<file path="src/rtl/core/kamrb_pkg.sv">
// Shared types and constants of the key-frame aligned multi-reader buffer.
// No dependencies.
package kamrb_pkg;

  localparam int DEPTH       = 64;
  localparam int NUM_READERS = 4;
  localparam int MAX_STREAMS = 8;
  localparam int AW          = $clog2(DEPTH);
  localparam int PW          = AW + 1;
  localparam int RW          = 2;
  localparam logic [PW-1:0] SKIP_LAG = PW'(5);

  localparam logic [2:0] ST_OK         = 3'd0;
  localparam logic [2:0] ST_ENDED      = 3'd1;
  localparam logic [2:0] ST_BAD_STREAM = 3'd2;
  localparam logic [2:0] ST_NO_TABLE   = 3'd3;
  localparam logic [2:0] ST_EMPTY      = 3'd4;

  localparam logic [1:0] ACT_WRITE = 2'd0;
  localparam logic [1:0] ACT_READ  = 2'd1;
  localparam logic [1:0] ACT_END   = 2'd2;

  localparam logic [2:0] REG_MODE   = 3'd0;
  localparam logic [2:0] REG_CAP    = 3'd1;
  localparam logic [2:0] REG_STREAMS = 3'd2;
  localparam logic [2:0] REG_VMASK  = 3'd3;
  localparam logic [2:0] REG_SKIP   = 3'd4;

  typedef enum logic [1:0] {K_WRITE, K_READ, K_END, K_NOP} kind_t;

  typedef struct packed {
    logic       mode;
    logic [6:0] cap;
    logic [3:0] streams;
    logic [7:0] vmask;
    logic [3:0] skip_en;
  } cfg_t;

  typedef struct packed {
    kind_t       kind;
    logic [1:0]  reader;
    logic [2:0]  sidx;
    logic        key;
    logic        vid;
    logic [2:0]  wr_status;
    logic [31:0] payload;
    logic [7:0]  reason;
  } item_t;

  typedef struct packed {
    logic [2:0]  status;
    logic        stored;
    logic [31:0] rpay;
    logic [2:0]  rstr;
    logic [7:0]  code;
  } res_t;

endpackage

</file>
<file path="src/rtl/core/kamrb_front.sv">
// Front end: accepts beats, classifies them and holds them in a 2-entry queue.
// Depends on kamrb_pkg.
module kamrb_front import kamrb_pkg::*; (
  input  logic        clk,
  input  logic        rst_n,
  input  cfg_t        cfg,
  input  logic        push,
  output logic        full,
  input  logic [1:0]  action,
  input  logic [1:0]  reader,
  input  logic [2:0]  stream_sel,
  input  logic        key_flag,
  input  logic [31:0] payload,
  input  logic [7:0]  end_reason,
  output logic        item_valid,
  output item_t       item,
  input  logic        item_pop
);

  item_t      q_r [2];
  logic       wr_ptr_r, rd_ptr_r;
  logic [1:0] cnt_r;
  item_t      cls;
  logic [3:0] eff_streams;
  logic       do_push, do_pop;

  always_comb begin
    eff_streams = (cfg.streams > 4'(MAX_STREAMS)) ? 4'(MAX_STREAMS) : cfg.streams;
    cls.reader  = reader;
    cls.sidx    = stream_sel;
    cls.key     = key_flag;
    cls.payload = payload;
    cls.reason  = end_reason;
    cls.vid     = cfg.vmask[stream_sel];
    case (action)
      ACT_WRITE: cls.kind = K_WRITE;
      ACT_READ:  cls.kind = K_READ;
      ACT_END:   cls.kind = K_END;
      default:   cls.kind = K_NOP;
    endcase
    if (eff_streams == 4'd0) begin
      cls.wr_status = ST_NO_TABLE;
    end else if ({1'b0, stream_sel} >= eff_streams) begin
      cls.wr_status = ST_BAD_STREAM;
    end else begin
      cls.wr_status = ST_OK;
    end
  end

  assign full       = cnt_r == 2'd2;
  assign item_valid = cnt_r != 2'd0;
  assign item       = q_r[rd_ptr_r];
  assign do_push    = push && !full;
  assign do_pop     = item_pop && item_valid;

  always_ff @(posedge clk) begin
    if (do_push) begin
      q_r[wr_ptr_r] <= cls;
    end
  end

  always_ff @(posedge clk) begin
    if (!rst_n) begin
      wr_ptr_r <= 1'b0;
      rd_ptr_r <= 1'b0;
      cnt_r    <= 2'd0;
    end else begin
      if (do_push) wr_ptr_r <= !wr_ptr_r;
      if (do_pop)  rd_ptr_r <= !rd_ptr_r;
      cnt_r <= cnt_r + 2'(do_push) - 2'(do_pop);
    end
  end

endmodule

</file>
<file path="src/rtl/core/kamrb_exec.sv">
// Back end: slot memory, group state, per-reader state and the read sequencer.
// Depends on kamrb_pkg.
module kamrb_exec import kamrb_pkg::*; (
  input  logic  clk,
  input  logic  rst_n,
  input  cfg_t  cfg,
  input  logic  item_valid,
  input  item_t item,
  output logic  item_pop,
  output logic  res_valid,
  output res_t  res,
  input  logic  res_take
);

  typedef enum logic [2:0] {S_IDLE, S_UPD, S_WREQ, S_WCHK, S_WEND, S_FREQ, S_FDONE} state_t;

  typedef struct packed {
    logic [31:0] handle;
    logic [2:0]  stream;
    logic        video;
  } slot_t;

  slot_t mem [DEPTH];
  slot_t rd_data_r;
  logic  mem_we, mem_re;
  logic [AW-1:0] mem_waddr, mem_raddr;
  slot_t mem_wdata;

  state_t        state_r;
  logic [PW-1:0] wp_r, prev_r, gs_r;
  logic [31:0]   gen_r;
  logic          await_r, ended_r;
  logic [7:0]    code_r;
  logic [PW-1:0] rpos_r [NUM_READERS];
  logic [31:0]   rgen_r [NUM_READERS];
  logic          rskip_r [NUM_READERS];
  logic [RW-1:0] rd_r;
  logic          res_v_r;
  res_t          res_r;

  logic [3:0]    eff_streams;
  logic          vid_present, aud_present;
  logic [6:0]    cap;
  logic          kf, restart, place, awaiting_nxt;
  logic [PW-1:0] wpn;
  logic [PW-1:0] u_pos, u_gs;
  logic [31:0]   u_gen, gdiff;
  logic          u_skip;
  res_t          idle_res;
  logic          rd_start;

  assign res_valid = res_v_r;
  assign res       = res_r;
  assign item_pop  = (state_r == S_IDLE) && item_valid && !res_v_r;

  // Stream presence from the table.
  always_comb begin
    eff_streams = (cfg.streams > 4'(MAX_STREAMS)) ? 4'(MAX_STREAMS) : cfg.streams;
    vid_present = 1'b0;
    aud_present = 1'b0;
    for (int i = 0; i < MAX_STREAMS; i++) begin
      if (4'(i) < eff_streams) begin
        if (cfg.vmask[i]) vid_present = 1'b1;
        else              aud_present = 1'b1;
      end
    end
  end

  // Write decision.
  always_comb begin
    cap = cfg.cap;
    if (cap == 7'd0) cap = 7'd1;
    if (cap > 7'(DEPTH)) cap = 7'(DEPTH);
    kf           = item.vid && item.key;
    awaiting_nxt = await_r;
    if (cfg.mode == 1'b0) begin
      restart = kf || (wp_r >= cap);
      if (restart) awaiting_nxt = !kf;
      place = !awaiting_nxt || !item.vid;
    end else begin
      restart = wp_r >= cap;
      place   = 1'b1;
    end
    wpn = restart ? '0 : wp_r;
  end

  // Reader catch-up.
  always_comb begin
    u_pos  = rpos_r[rd_r];
    u_gen  = rgen_r[rd_r];
    u_skip = rskip_r[rd_r];
    gdiff  = gen_r - u_gen;
    if (u_gen == gen_r) begin
      u_gs = wp_r;
    end else if (gdiff > 32'd1 || !(wp_r <= u_pos && u_pos < prev_r)) begin
      u_pos  = '0;
      u_gen  = gen_r;
      u_skip = 1'b0;
      u_gs   = wp_r;
    end else begin
      u_gs = prev_r;
    end
    if (!u_skip && cfg.skip_en[rd_r] && vid_present && aud_present && u_pos != '0 &&
        ({1'b0, u_pos} + {1'b0, SKIP_LAG}) < {1'b0, u_gs}) begin
      u_skip = 1'b1;
    end
  end

  always_comb begin
    mem_we    = item_pop && item.kind == K_WRITE && !ended_r && item.wr_status == ST_OK &&
                place && wpn < PW'(DEPTH);
    mem_waddr = wpn[AW-1:0];
    mem_wdata = '{handle: item.payload, stream: item.sidx, video: item.vid};
    mem_re    = (state_r == S_WREQ || state_r == S_FREQ) &&
                rpos_r[rd_r] < gs_r && rpos_r[rd_r] < PW'(DEPTH);
    mem_raddr = rpos_r[rd_r][AW-1:0];
  end

  // Result of a beat finished in the idle state; a read with no end mark seen starts the sequencer.
  always_comb begin
    idle_res = '0;
    rd_start = 1'b0;
    case (item.kind)
      K_END: begin
        idle_res.status = ST_ENDED;
        idle_res.code   = item.reason;
      end
      K_WRITE, K_READ: begin
        if (ended_r) begin
          idle_res.status = ST_ENDED;
          idle_res.code   = code_r;
        end else if (item.kind == K_WRITE) begin
          idle_res.status = item.wr_status;
          idle_res.stored = mem_we;
        end else if ({1'b0, item.reader} >= (RW+1)'(NUM_READERS)) begin
          idle_res.status = ST_EMPTY;
        end else begin
          rd_start = 1'b1;
        end
      end
      default: ;
    endcase
  end

  always_ff @(posedge clk) begin
    if (mem_we) mem[mem_waddr] <= mem_wdata;
    if (mem_re) rd_data_r <= mem[mem_raddr];
  end

  always_ff @(posedge clk) begin
    if (!rst_n) begin
      state_r <= S_IDLE;
      wp_r    <= '0;
      prev_r  <= '0;
      gs_r    <= '0;
      gen_r   <= '0;
      await_r <= 1'b1;
      ended_r <= 1'b0;
      code_r  <= '0;
      rd_r    <= '0;
      res_v_r <= 1'b0;
      res_r   <= '0;
      for (int r = 0; r < NUM_READERS; r++) begin
        rpos_r[r]  <= '0;
        rgen_r[r]  <= '0;
        rskip_r[r] <= 1'b0;
      end
    end else begin
      if (res_take && res_v_r) res_v_r <= 1'b0;
      case (state_r)
        S_IDLE: begin
          if (item_pop) begin
            res_r   <= idle_res;
            // hold the result until the read finishes
            res_v_r <= !rd_start;
            rd_r    <= item.reader;
            if (item.kind == K_END) begin
              ended_r <= 1'b1;
              code_r  <= item.reason;
            end
            if (item.kind == K_WRITE && !ended_r && item.wr_status == ST_OK) begin
              if (cfg.mode == 1'b0) await_r <= awaiting_nxt;
              if (restart) begin
                prev_r <= wp_r;
                gen_r  <= gen_r + 32'd1;
              end
              wp_r <= mem_we ? wpn + PW'(1) : wpn;
            end
            if (rd_start) state_r <= S_UPD;
          end
        end
        S_UPD: begin
          rpos_r[rd_r]  <= u_pos;
          rgen_r[rd_r]  <= u_gen;
          rskip_r[rd_r] <= u_skip;
          gs_r          <= u_gs;
          state_r       <= u_skip ? S_WREQ : S_FREQ;
        end
        S_WREQ: begin
          state_r <= mem_re ? S_WCHK : S_WEND;
        end
        S_WCHK: begin
          if (rd_data_r.video) begin
            rpos_r[rd_r] <= rpos_r[rd_r] + PW'(1);
            state_r <= S_WREQ;
          end else begin
            state_r <= S_WEND;
          end
        end
        S_WEND: begin
          if (rpos_r[rd_r] == gs_r && rgen_r[rd_r] != gen_r) begin
            rpos_r[rd_r]  <= '0;
            rgen_r[rd_r]  <= gen_r;
            rskip_r[rd_r] <= 1'b0;
            gs_r <= wp_r;
          end
          state_r <= S_FREQ;
        end
        S_FREQ: begin
          if (mem_re) begin
            state_r <= S_FDONE;
          end else begin
            res_r.status <= ST_EMPTY;
            res_v_r <= 1'b1;
            state_r <= S_IDLE;
          end
        end
        S_FDONE: begin
          rpos_r[rd_r] <= rpos_r[rd_r] + PW'(1);
          res_r.status <= ST_OK;
          res_r.rpay   <= rd_data_r.handle;
          res_r.rstr   <= rd_data_r.stream;
          res_v_r      <= 1'b1;
          state_r      <= S_IDLE;
        end
        default: state_r <= S_IDLE;
      endcase
    end
  end

endmodule

</file>
<file path="src/rtl/core/keyframe_aligned_multi_reader_buffer.sv">
// Top level of the key-frame aligned multi-reader buffer: register port,
// front queue, back end and result queue. Depends on kamrb_pkg, kamrb_front, kamrb_exec.
//
//  channel   | handshake              | beat
//  ----------+------------------------+-----------------------------------------
//  input     | push / full            | action, reader, stream, key, payload, reason
//  result    | pop / empty            | status, stored, read payload, stream, end code
//  config    | psel/penable/pwrite    | paddr 4*i, 32-bit pwdata, pready tied high
//
// Writes, end marks and other actions execute in the back end, then hand the result
// to the result queue; a read updates the reader state, steps past video slots once
// the reader skips video, then fetches one slot, all through the single slot memory
// port. Front and result queues hold 2 beats each, so input keeps flowing while a
// result waits.
// Reset is synchronous active low; it clears all control and reader state, not slots.
module keyframe_aligned_multi_reader_buffer import kamrb_pkg::*; (
  input  logic        clk,
  input  logic        rst_n,
  input  logic        psel,
  input  logic        penable,
  input  logic        pwrite,
  input  logic [4:0]  paddr,
  input  logic [31:0] pwdata,
  output logic [31:0] prdata,
  output logic        pready,
  input  logic        push,
  output logic        full,
  input  logic [1:0]  in_action,
  input  logic [1:0]  in_reader,
  input  logic [2:0]  in_stream,
  input  logic        in_key_flag,
  input  logic [31:0] in_payload,
  input  logic [7:0]  in_end_reason,
  output logic        empty,
  input  logic        pop,
  output logic [2:0]  out_status,
  output logic        out_stored,
  output logic [31:0] out_read_payload,
  output logic [2:0]  out_read_stream,
  output logic [7:0]  out_end_code
);

  cfg_t       cfg_r;
  logic [2:0] reg_idx;
  item_t      item;
  logic       item_valid, item_pop;
  logic       res_valid, res_take;
  res_t       res;
  res_t       oq_r [2];
  logic       oq_wr_r, oq_rd_r;
  logic [1:0] oq_cnt_r;
  logic       oq_pop;

  // Register port: write on the access phase, read back any time.
  assign pready  = 1'b1;
  assign reg_idx = paddr[4:2];

  always_comb begin
    case (reg_idx)
      REG_MODE:    prdata = {31'd0, cfg_r.mode};
      REG_CAP:     prdata = {25'd0, cfg_r.cap};
      REG_STREAMS: prdata = {28'd0, cfg_r.streams};
      REG_VMASK:   prdata = {24'd0, cfg_r.vmask};
      REG_SKIP:    prdata = {28'd0, cfg_r.skip_en};
      default:     prdata = 32'd0;
    endcase
  end

  always_ff @(posedge clk) begin
    if (!rst_n) begin
      cfg_r <= '{mode: 1'b0, cap: 7'd64, streams: 4'd0, vmask: 8'd0, skip_en: 4'd0};
    end else if (psel && penable && pwrite && pready) begin
      case (reg_idx)
        REG_MODE:    cfg_r.mode    <= pwdata[0];
        REG_CAP:     cfg_r.cap     <= pwdata[6:0];
        REG_STREAMS: cfg_r.streams <= pwdata[3:0];
        REG_VMASK:   cfg_r.vmask   <= pwdata[7:0];
        REG_SKIP:    cfg_r.skip_en <= pwdata[3:0];
        default: ;
      endcase
    end
  end

  kamrb_front u_front (
    .clk, .rst_n, .cfg(cfg_r), .push, .full,
    .action(in_action), .reader(in_reader), .stream_sel(in_stream),
    .key_flag(in_key_flag), .payload(in_payload), .end_reason(in_end_reason),
    .item_valid, .item, .item_pop
  );

  kamrb_exec u_exec (
    .clk, .rst_n, .cfg(cfg_r), .item_valid, .item, .item_pop,
    .res_valid, .res, .res_take
  );

  // Result queue: drain the back end whenever there is room.
  assign res_take = res_valid && oq_cnt_r != 2'd2;
  assign empty    = oq_cnt_r == 2'd0;
  assign oq_pop   = pop && !empty;

  assign out_status       = oq_r[oq_rd_r].status;
  assign out_stored       = oq_r[oq_rd_r].stored;
  assign out_read_payload = oq_r[oq_rd_r].rpay;
  assign out_read_stream  = oq_r[oq_rd_r].rstr;
  assign out_end_code     = oq_r[oq_rd_r].code;

  always_ff @(posedge clk) begin
    if (res_take) oq_r[oq_wr_r] <= res;
  end

  always_ff @(posedge clk) begin
    if (!rst_n) begin
      oq_wr_r  <= 1'b0;
      oq_rd_r  <= 1'b0;
      oq_cnt_r <= 2'd0;
    end else begin
      if (res_take) oq_wr_r <= !oq_wr_r;
      if (oq_pop)   oq_rd_r <= !oq_rd_r;
      oq_cnt_r <= oq_cnt_r + 2'(res_take) - 2'(oq_pop);
    end
  end

endmodule

</file>
<file path="config.mk">
export PLATFORM = sky130hd
export DESIGN_NAME = keyframe_aligned_multi_reader_buffer
export DESIGN_NICKNAME = d
export VERILOG_FILES = /design/src/rtl/core/kamrb_pkg.sv /design/src/rtl/core/kamrb_front.sv /design/src/rtl/core/kamrb_exec.sv /design/src/rtl/core/keyframe_aligned_multi_reader_buffer.sv
export SDC_FILE = /design/constraint.sdc
export NUM_CORES = 2
export LEC_CHECK = 0
export ABC_AREA = 1
export BUFFER_PORTS_ARGS = -buffer_cell sky130_fd_sc_hd__buf_2
export CELL_PAD_IN_SITES_DETAIL_PLACEMENT = 0
export CELL_PAD_IN_SITES_GLOBAL_PLACEMENT = 1
export CORE_MARGIN = 3
export CORE_UTILIZATION = 34
export DETAILED_ROUTE_END_ITERATION = 12
export PLACE_DENSITY = 0.64
export SLEW_MARGIN = 25
export SYNTH_ARGS = -nofsm -noshare
export SYNTH_HDL_FRONTEND = slang
export SYNTH_HIERARCHICAL = 1
export SYNTH_SLANG_ARGS = --single-unit
</file>
<file path="constraint.sdc">
create_clock -name clk -period 6.89 [get_ports clk]
set_clock_uncertainty 0.2 [all_clocks]
set_input_delay 0.689 -clock clk [delete_from_list [all_inputs] [get_ports clk]]
set_output_delay 0.689 -clock clk [all_outputs]
set_load 0.03 [all_outputs]
</file>
* After elaboration in Yosys (flattened, before gate mapping)
Memories as Yosys holds them, arrays and structs flattened. A register that Yosys moved wholly into a read port is not among the register bits. Index checks and enable logic that the tools add are counted.
Word-level totals: output and inout bits 82, RAM bits 2662, input port bits 92, word-level logic and storage cells 296, register bits after elaboration 148, memories kept 6
Memories:
- u_exec.mem | words 64, bits a word 36, rd ports 1, clocked after memory_dff 1, wr ports 1, RTL line kamrb_exec.sv:23 | slot_t mem [DEPTH];
- u_exec.rgen_r | words 4, bits a word 32, rd ports 1, clocked after memory_dff 1, wr ports 4, RTL line kamrb_exec.sv:35 | logic [31:0] rgen_r [NUM_READERS];
- u_front.q_r | words 2, bits a word 52, rd ports 1, clocked after memory_dff 1, wr ports 1, RTL line kamrb_front.sv:20 | item_t q_r [2];
- oq_r | words 2, bits a word 47, rd ports 1, clocked after memory_dff 1, wr ports 1, RTL line keyframe_aligned_multi_reader_buffer.sv:49 | res_t oq_r [2];
- u_exec.rpos_r | words 4, bits a word 7, rd ports 1, clocked after memory_dff 1, wr ports 4, RTL line kamrb_exec.sv:34 | logic [PW-1:0] rpos_r [NUM_READERS];
- u_exec.rskip_r | words 4, bits a word 1, rd ports 1, clocked after memory_dff 1, wr ports 4, RTL line kamrb_exec.sv:36 | logic rskip_r [NUM_READERS];
Cells by class: magnitude comparators 21, $add $sub $neg 9, bitwise logic cells 6, eq/ne operators 23, reductions and logical operators 75, muxes and demuxes 130
Operators with widths (number):
- $mux W32 | 4
- $mux W7 | 13
- $mux W1 | 79
- $pmux W35 S2 | 1
- $mux W47 | 1
- $pmux W8 S5 | 1
- $add A32 B1 Y32 const B | 1
- $eq A32 B32 Y1 | 1
- $gt A32 B1 Y1 const B | 1
- $ne A32 B32 Y1 | 1
- $reduce_or A32 Y1 | 1
- $sub A32 B32 Y32 | 1
- $mux W3 | 9
- $logic_and A1 B1 Y1 | 26
- $mux W2 | 10
- $pmux W3 S6 | 1
- $reduce_and A2 Y1 | 9
- $lt A3 B4 Y1 const A | 4
- $pmux W8 S2 | 1
- $add A7 B1 Y7 const B | 2
- $logic_not A1 Y1 | 14
- $lt A7 B7 Y1 | 2
- $lt A7 B7 Y1 const B | 2
- $pmux W7 S2 | 1
- 44 further kinds | 78

* Longest topological paths before layout
depth in word-level cells 25, mapped depth 42, depth with buffers taken out 38

* By module
The synthesis kept the hierarchy.
Modules (own cells, without submodules):
- kamrb_exec | cells each 8906, times used 1, area an instance 107863.4 um^2, sequential area each 77404.2 um^2
- keyframe_aligned_multi_reader_buffer | cells each 408, times used 1, area an instance 5057.4 um^2, sequential area each 3403.3 um^2
- kamrb_front | cells each 242, times used 1, area an instance 4410.5 um^2, sequential area each 3163.0 um^2

* Worst setup path before layout
OpenSTA, ideal clock, no wires.
path kind reg-to-reg, start register cfg_r[18] (netlist bit), end memory u_exec/mem[31][0] (netlist bit), enable pin, data arrival time 6.156 ns, library setup time 0.522 ns, stages on the path, launching flop included 18, data required time 6.168 ns, period minus slack after synthesis 6.879 ns, path slack 0.011 ns, path buffers 0, path through dfxtp_1 nor4_1 nand2_1 nand2_1 nand2_1 ha_1 a21oi_1 o21ai_0 nand4_1 o211a_1 nand2_1 a21oi_1 inv_1 nor2_1 inv_1 nor2_1 nand3_2 nor4_1
Between the ends: word-level cells in the longest chain between the ends 15, elaborated cells on any way between the ends 18, classes of those cells order compare: 3; mux: 9; reduce/logical: 6
RTL lines:
- start, declared | RTL line keyframe_aligned_multi_reader_buffer.sv:43 | cfg_t cfg_r;
- start signal, assigned | RTL line keyframe_aligned_multi_reader_buffer.sv:71 | cfg_r <= '{mode: 1'b0, cap: 7'd64, streams: 4'd0, vmask: 8'd0, skip_en: 4'd0};
- $logic_not A7 Y1 | RTL line kamrb_exec.sv:72 | if (cap == 7'd0) cap = 7'd1;
- $mux W7 * | RTL line kamrb_exec.sv:72
- $gt A7 B7 Y1 | RTL line kamrb_exec.sv:73 | if (cap > 7'(DEPTH)) cap = 7'(DEPTH);
- $mux W7 * | RTL line kamrb_exec.sv:73
- $ge A7 B7 Y1 * | RTL line kamrb_exec.sv:77, kamrb_exec.sv:81
- branches (longest 10 deep; another with $lt A7 B7 Y1)
- end, declared | RTL line kamrb_exec.sv:23
Mark *: on every way between the ends. The select of a mux whose other input is x is not followed.

==> reports/qor.yml <==
timing:
  hold_viol_final: 0
  period_share_pct: 90.7
  rsz0062_at_grt: "no"
  min_period_ns: 6.25
  max_freq_mhz: 160
  setup_viol: 0
  tightest_slew_ns: 1.18
  final_max_slew_viol_count: 0
  fin_tns_setup_ns: 0
  slew_headroom_pct: 20.7
run_status:
  outcome: "finished, final reports clean"
floorplanning:
  io_pins: 174
  fp.dieH_um: 593
  dieArea_mm2: 0.352
  start_util_pct: 34.2
  core_mm2: 0.343
  die_w_um: 593
  rows: 215
drt:
  ant_nets: 0
  via_per_inst: 5.42
  routed_wl_mm: 364
  vias: 78515
  firstDrtPassIters: 7
  wl_per_cell_um: 25.1
  drc: 0
  drt-initial-drc-count: 7930
placement:
  hpwl_mm: 206
  gp_congestion: 0.854
  placedCellCount: 13880
  io_buffers: 122
pwr:
  peakVddDrop_v: 0.000356
  cellPowerDensity_mw_per_mm2: 392
  p_clk_share_pct: 29.6
  cell_internal_pwr_mw: 33.7
  p_sw_share_pct: 36.0
  p_leak_nw: 44.6
  switchingPower_mw: 18.9
  power_frac_seq_pct: 39.8
  comb_power_share_pct: 30.6
yosys:
  syn_inst: 9556
  synth-edff-count: 2693
  async_flop_share_pct: 0
  yosysWarnings: 6
  ys_types: 65
  ys_seq_area_share_pct: 71.6
  synth_seq_cells: 2848
  avgSynthCellArea_um2: 12.3
  synth_flop_cell: "edfxtp_1"
  synth_area_mm2: 0.117
min_path:
  hold_path_depth: 5
  hp-class: "input port to register"
  hold_path_end: "cfg_r[6]"
  min-delay-start: "pwdata[2]"
critical_path:
  cp_slowest_cell: "fa_2"
  arrival_ns: 6.81
  required_ns: 7.45
  cp_top_family: "simple AND/OR/NAND/NOR gates"
  cp-start-kind: "register"
  cp-end-kind: "register"
  rrSetupSlack_ns: 0.64
  r2r_cells: 39
  crit_path_frequent_cell: "nand2_1"
  critPathBufInv: 4
  r2r-end: "u_exec/rskip_r[2]"
  slowest_delay_ns: 0.42
  path_max_fanout: 30
  critPathKind: "register to register"
cells_and_area:
  instances_no_fill: 14487
  layout_common_cells: "edfxtp_1 (2693), nor2_1 (2248), nand2_1 (908)"
  final_common_cell: "edfxtp_1"
  nets: 9856
  drive_gt1_share_pct: 10.2
  syn_to_final_growth_pct: 14.3
  final_core_util_pct: 39.1
global_routing:
  grt_use_total_pct: 20.0
  met1_usage_pct: 27.1
  use_met3_pct: 2.38
  grt_start_max_net_pins: 168
  grt_pass1_wl_mm: 525
  grt_pass1_vias: 76253
  antenna_found_initial: 18
  grt_overflow: 0
  use_met2_pct: 32.9
  grt-busiest-layer: "met2"
clock_network:
  clkTransAtPathRegs_ns: 0.06
  clock_latency_ns: 0.86
  ctsLongestPathBuffers: 4
  clock-sinks: 2848
  cts_max_level: 5
  ctsRootBufferMaster: "clkbuf_16"
  cts_setup_buffers: 0
  cts_tree: "done"
  cts_buffers: 306
job:
  cap_viol_max_count: 0
==> state kept, by name, indices dropped and copies added, names as in the netlist, 8 cells and up, named ones only <==
register	count
u_exec/rpos_r	28
u_exec/res	47
u_front/q_r	102
cfg_r	24
u_exec/rgen_r	128
u_exec/gen_r	32
u_exec/rd_data_r	36
oq_r	94
u_exec/code_r	8
u_exec/mem	2304
==> layout make-up <==
cell class | instances | area [um^2]
Antenna cell | 16 | 40.0
Inverter | 382 | 1460
Sequential cell | 2848 | 84000
Timing Repair Buffer | 419 | 3480
Fill cell | 32378 | 209000
Clock inverter | 129 | 1110
Clock buffer | 406 | 8240
Tap cell | 4557 | 5700
Multi-Input combinational cell | 5730 | 30100
==> stage by stage <==
stage | hold WS (ns) | setup slack (ns) | power, mW | area (um^2)
CTS | 0.0109 | 0.319 | 52.9 | 134000
global route | 0.0615 | 0.0221 | 55.0 | 134000
floorplan | 0.226 | 0.0112 | 30.8 | 117000
detailed placement | 0.243 | 0.376 | 37.3 | 124000
finish | 0.0558 | 0.641 | 52.6 | 134000
global placement | 0.237 | 0.394 | 37.0 | 124000
==> synth_stat cells (3+ instances only) <==
master	n	area [um^2]
buf_2	35	175
and2_1	4	25.0
buf_1	25	93.8
clkinv_1	6	22.5
nand3_1	179	896
buf_12	5	100
o21a_1	12	90.1
o311ai_0	33	289
o21ai_0	890	4450
xor2_1	11	96.3
a31oi_1	10	62.6
nand3b_1	6	45.0
a21oi_1	197	986
mux2_4	50	751
o32ai_1	544	4760
a311oi_1	42	368
buf_4	32	240
ha_1	76	951
nand3_2	5	50.1
a211oi_1	7	52.6
dfxtp_1	155	3100
nor2_2	10	62.6
conb_1	3	11.3
o21ai_1	7	35.0
a32o_1	63	631
nor2_4	10	113
xnor2_1	4	35.0
mux2_2	48	541
inv_2	10	37.5
nor4_1	9	56.3
nand2_1	913	3430
inv_1	366	1370
a32oi_1	7	61.3
a211oi_2	7	87.6
o221ai_1	39	342
nor2_1	2318	8700
o211ai_1	25	188
nand4_1	32	200
nor3_1	41	205
clkbuf_1	520	1950
o22ai_1	72	450
nand2_2	6	37.5
edfxtp_1	2693	80900
==> worst min-delay path: cells and delay by family <==
family	cells	cell delay [ns]
and+or+nand+nor	3	0.19
buffers and inverters	2	0.17
==> cells by family (layout without fill, tap and decap cells) <==
group           after synthesis  count (layout)  share of synthesized area (%)
simple gates               3543            3543                           11.9
flops                      2848            2848                           71.6
compound gates             1971            1971                           11.1
buf+inv                    1001            1336                           3.42
mux                          98              98                           1.10
fa+ha+maj                    77              77                          0.828
xor+xnor                     15              15                          0.112
other cells                   3              42                        0.00960
==> worst max path at each step <==
stage	cells after the start	to	startpoint	slack, ns
final	39	u_exec/rskip_r[2]	register	0.64
after detailed placement	37	u_exec/rskip_r[2]	register	0.38
after CTS	37	u_exec/rskip_r[2]	register	0.32
after global routing	39	u_exec/rskip_r[2]	register	0.02
after floorplan	17	u_exec/mem[31][0]	cfg_r[18]	0.01
after global placement	39	u_exec/rskip_r[3]	register	0.39
==> power groups by stage <==
| stage | combinational (mW) | clock [mW] | sequential [mW] |
|---|---|---|---|
| after detailed placement | 16.0 | 0 | 21.3 |
| after global routing | 17.5 | 16.6 | 21.0 |
| after global placement | 15.7 | 0 | 21.3 |
| final | 16.1 | 15.6 | 20.9 |
| after floorplan | 9.58 | 0 | 21.2 |
| after CTS | 16.1 | 15.9 | 20.9 |
==> metal layers <==
layer  wire length [um]  share of wire [%]
met1             155000                 43
met2             171000                 47
met3              22400                6.1
met4              14600                4.0
met5                 13             0.0036
==> repair_timing <==
action | in CTS | in global routing
hold endpoints to repair | 104 | 0
resized for setup | 0 | 6
hold buffers | 54 | 0
setup endpoints to repair | 0 | 7
No activity file was read; power rests on OpenSTA's default activity.
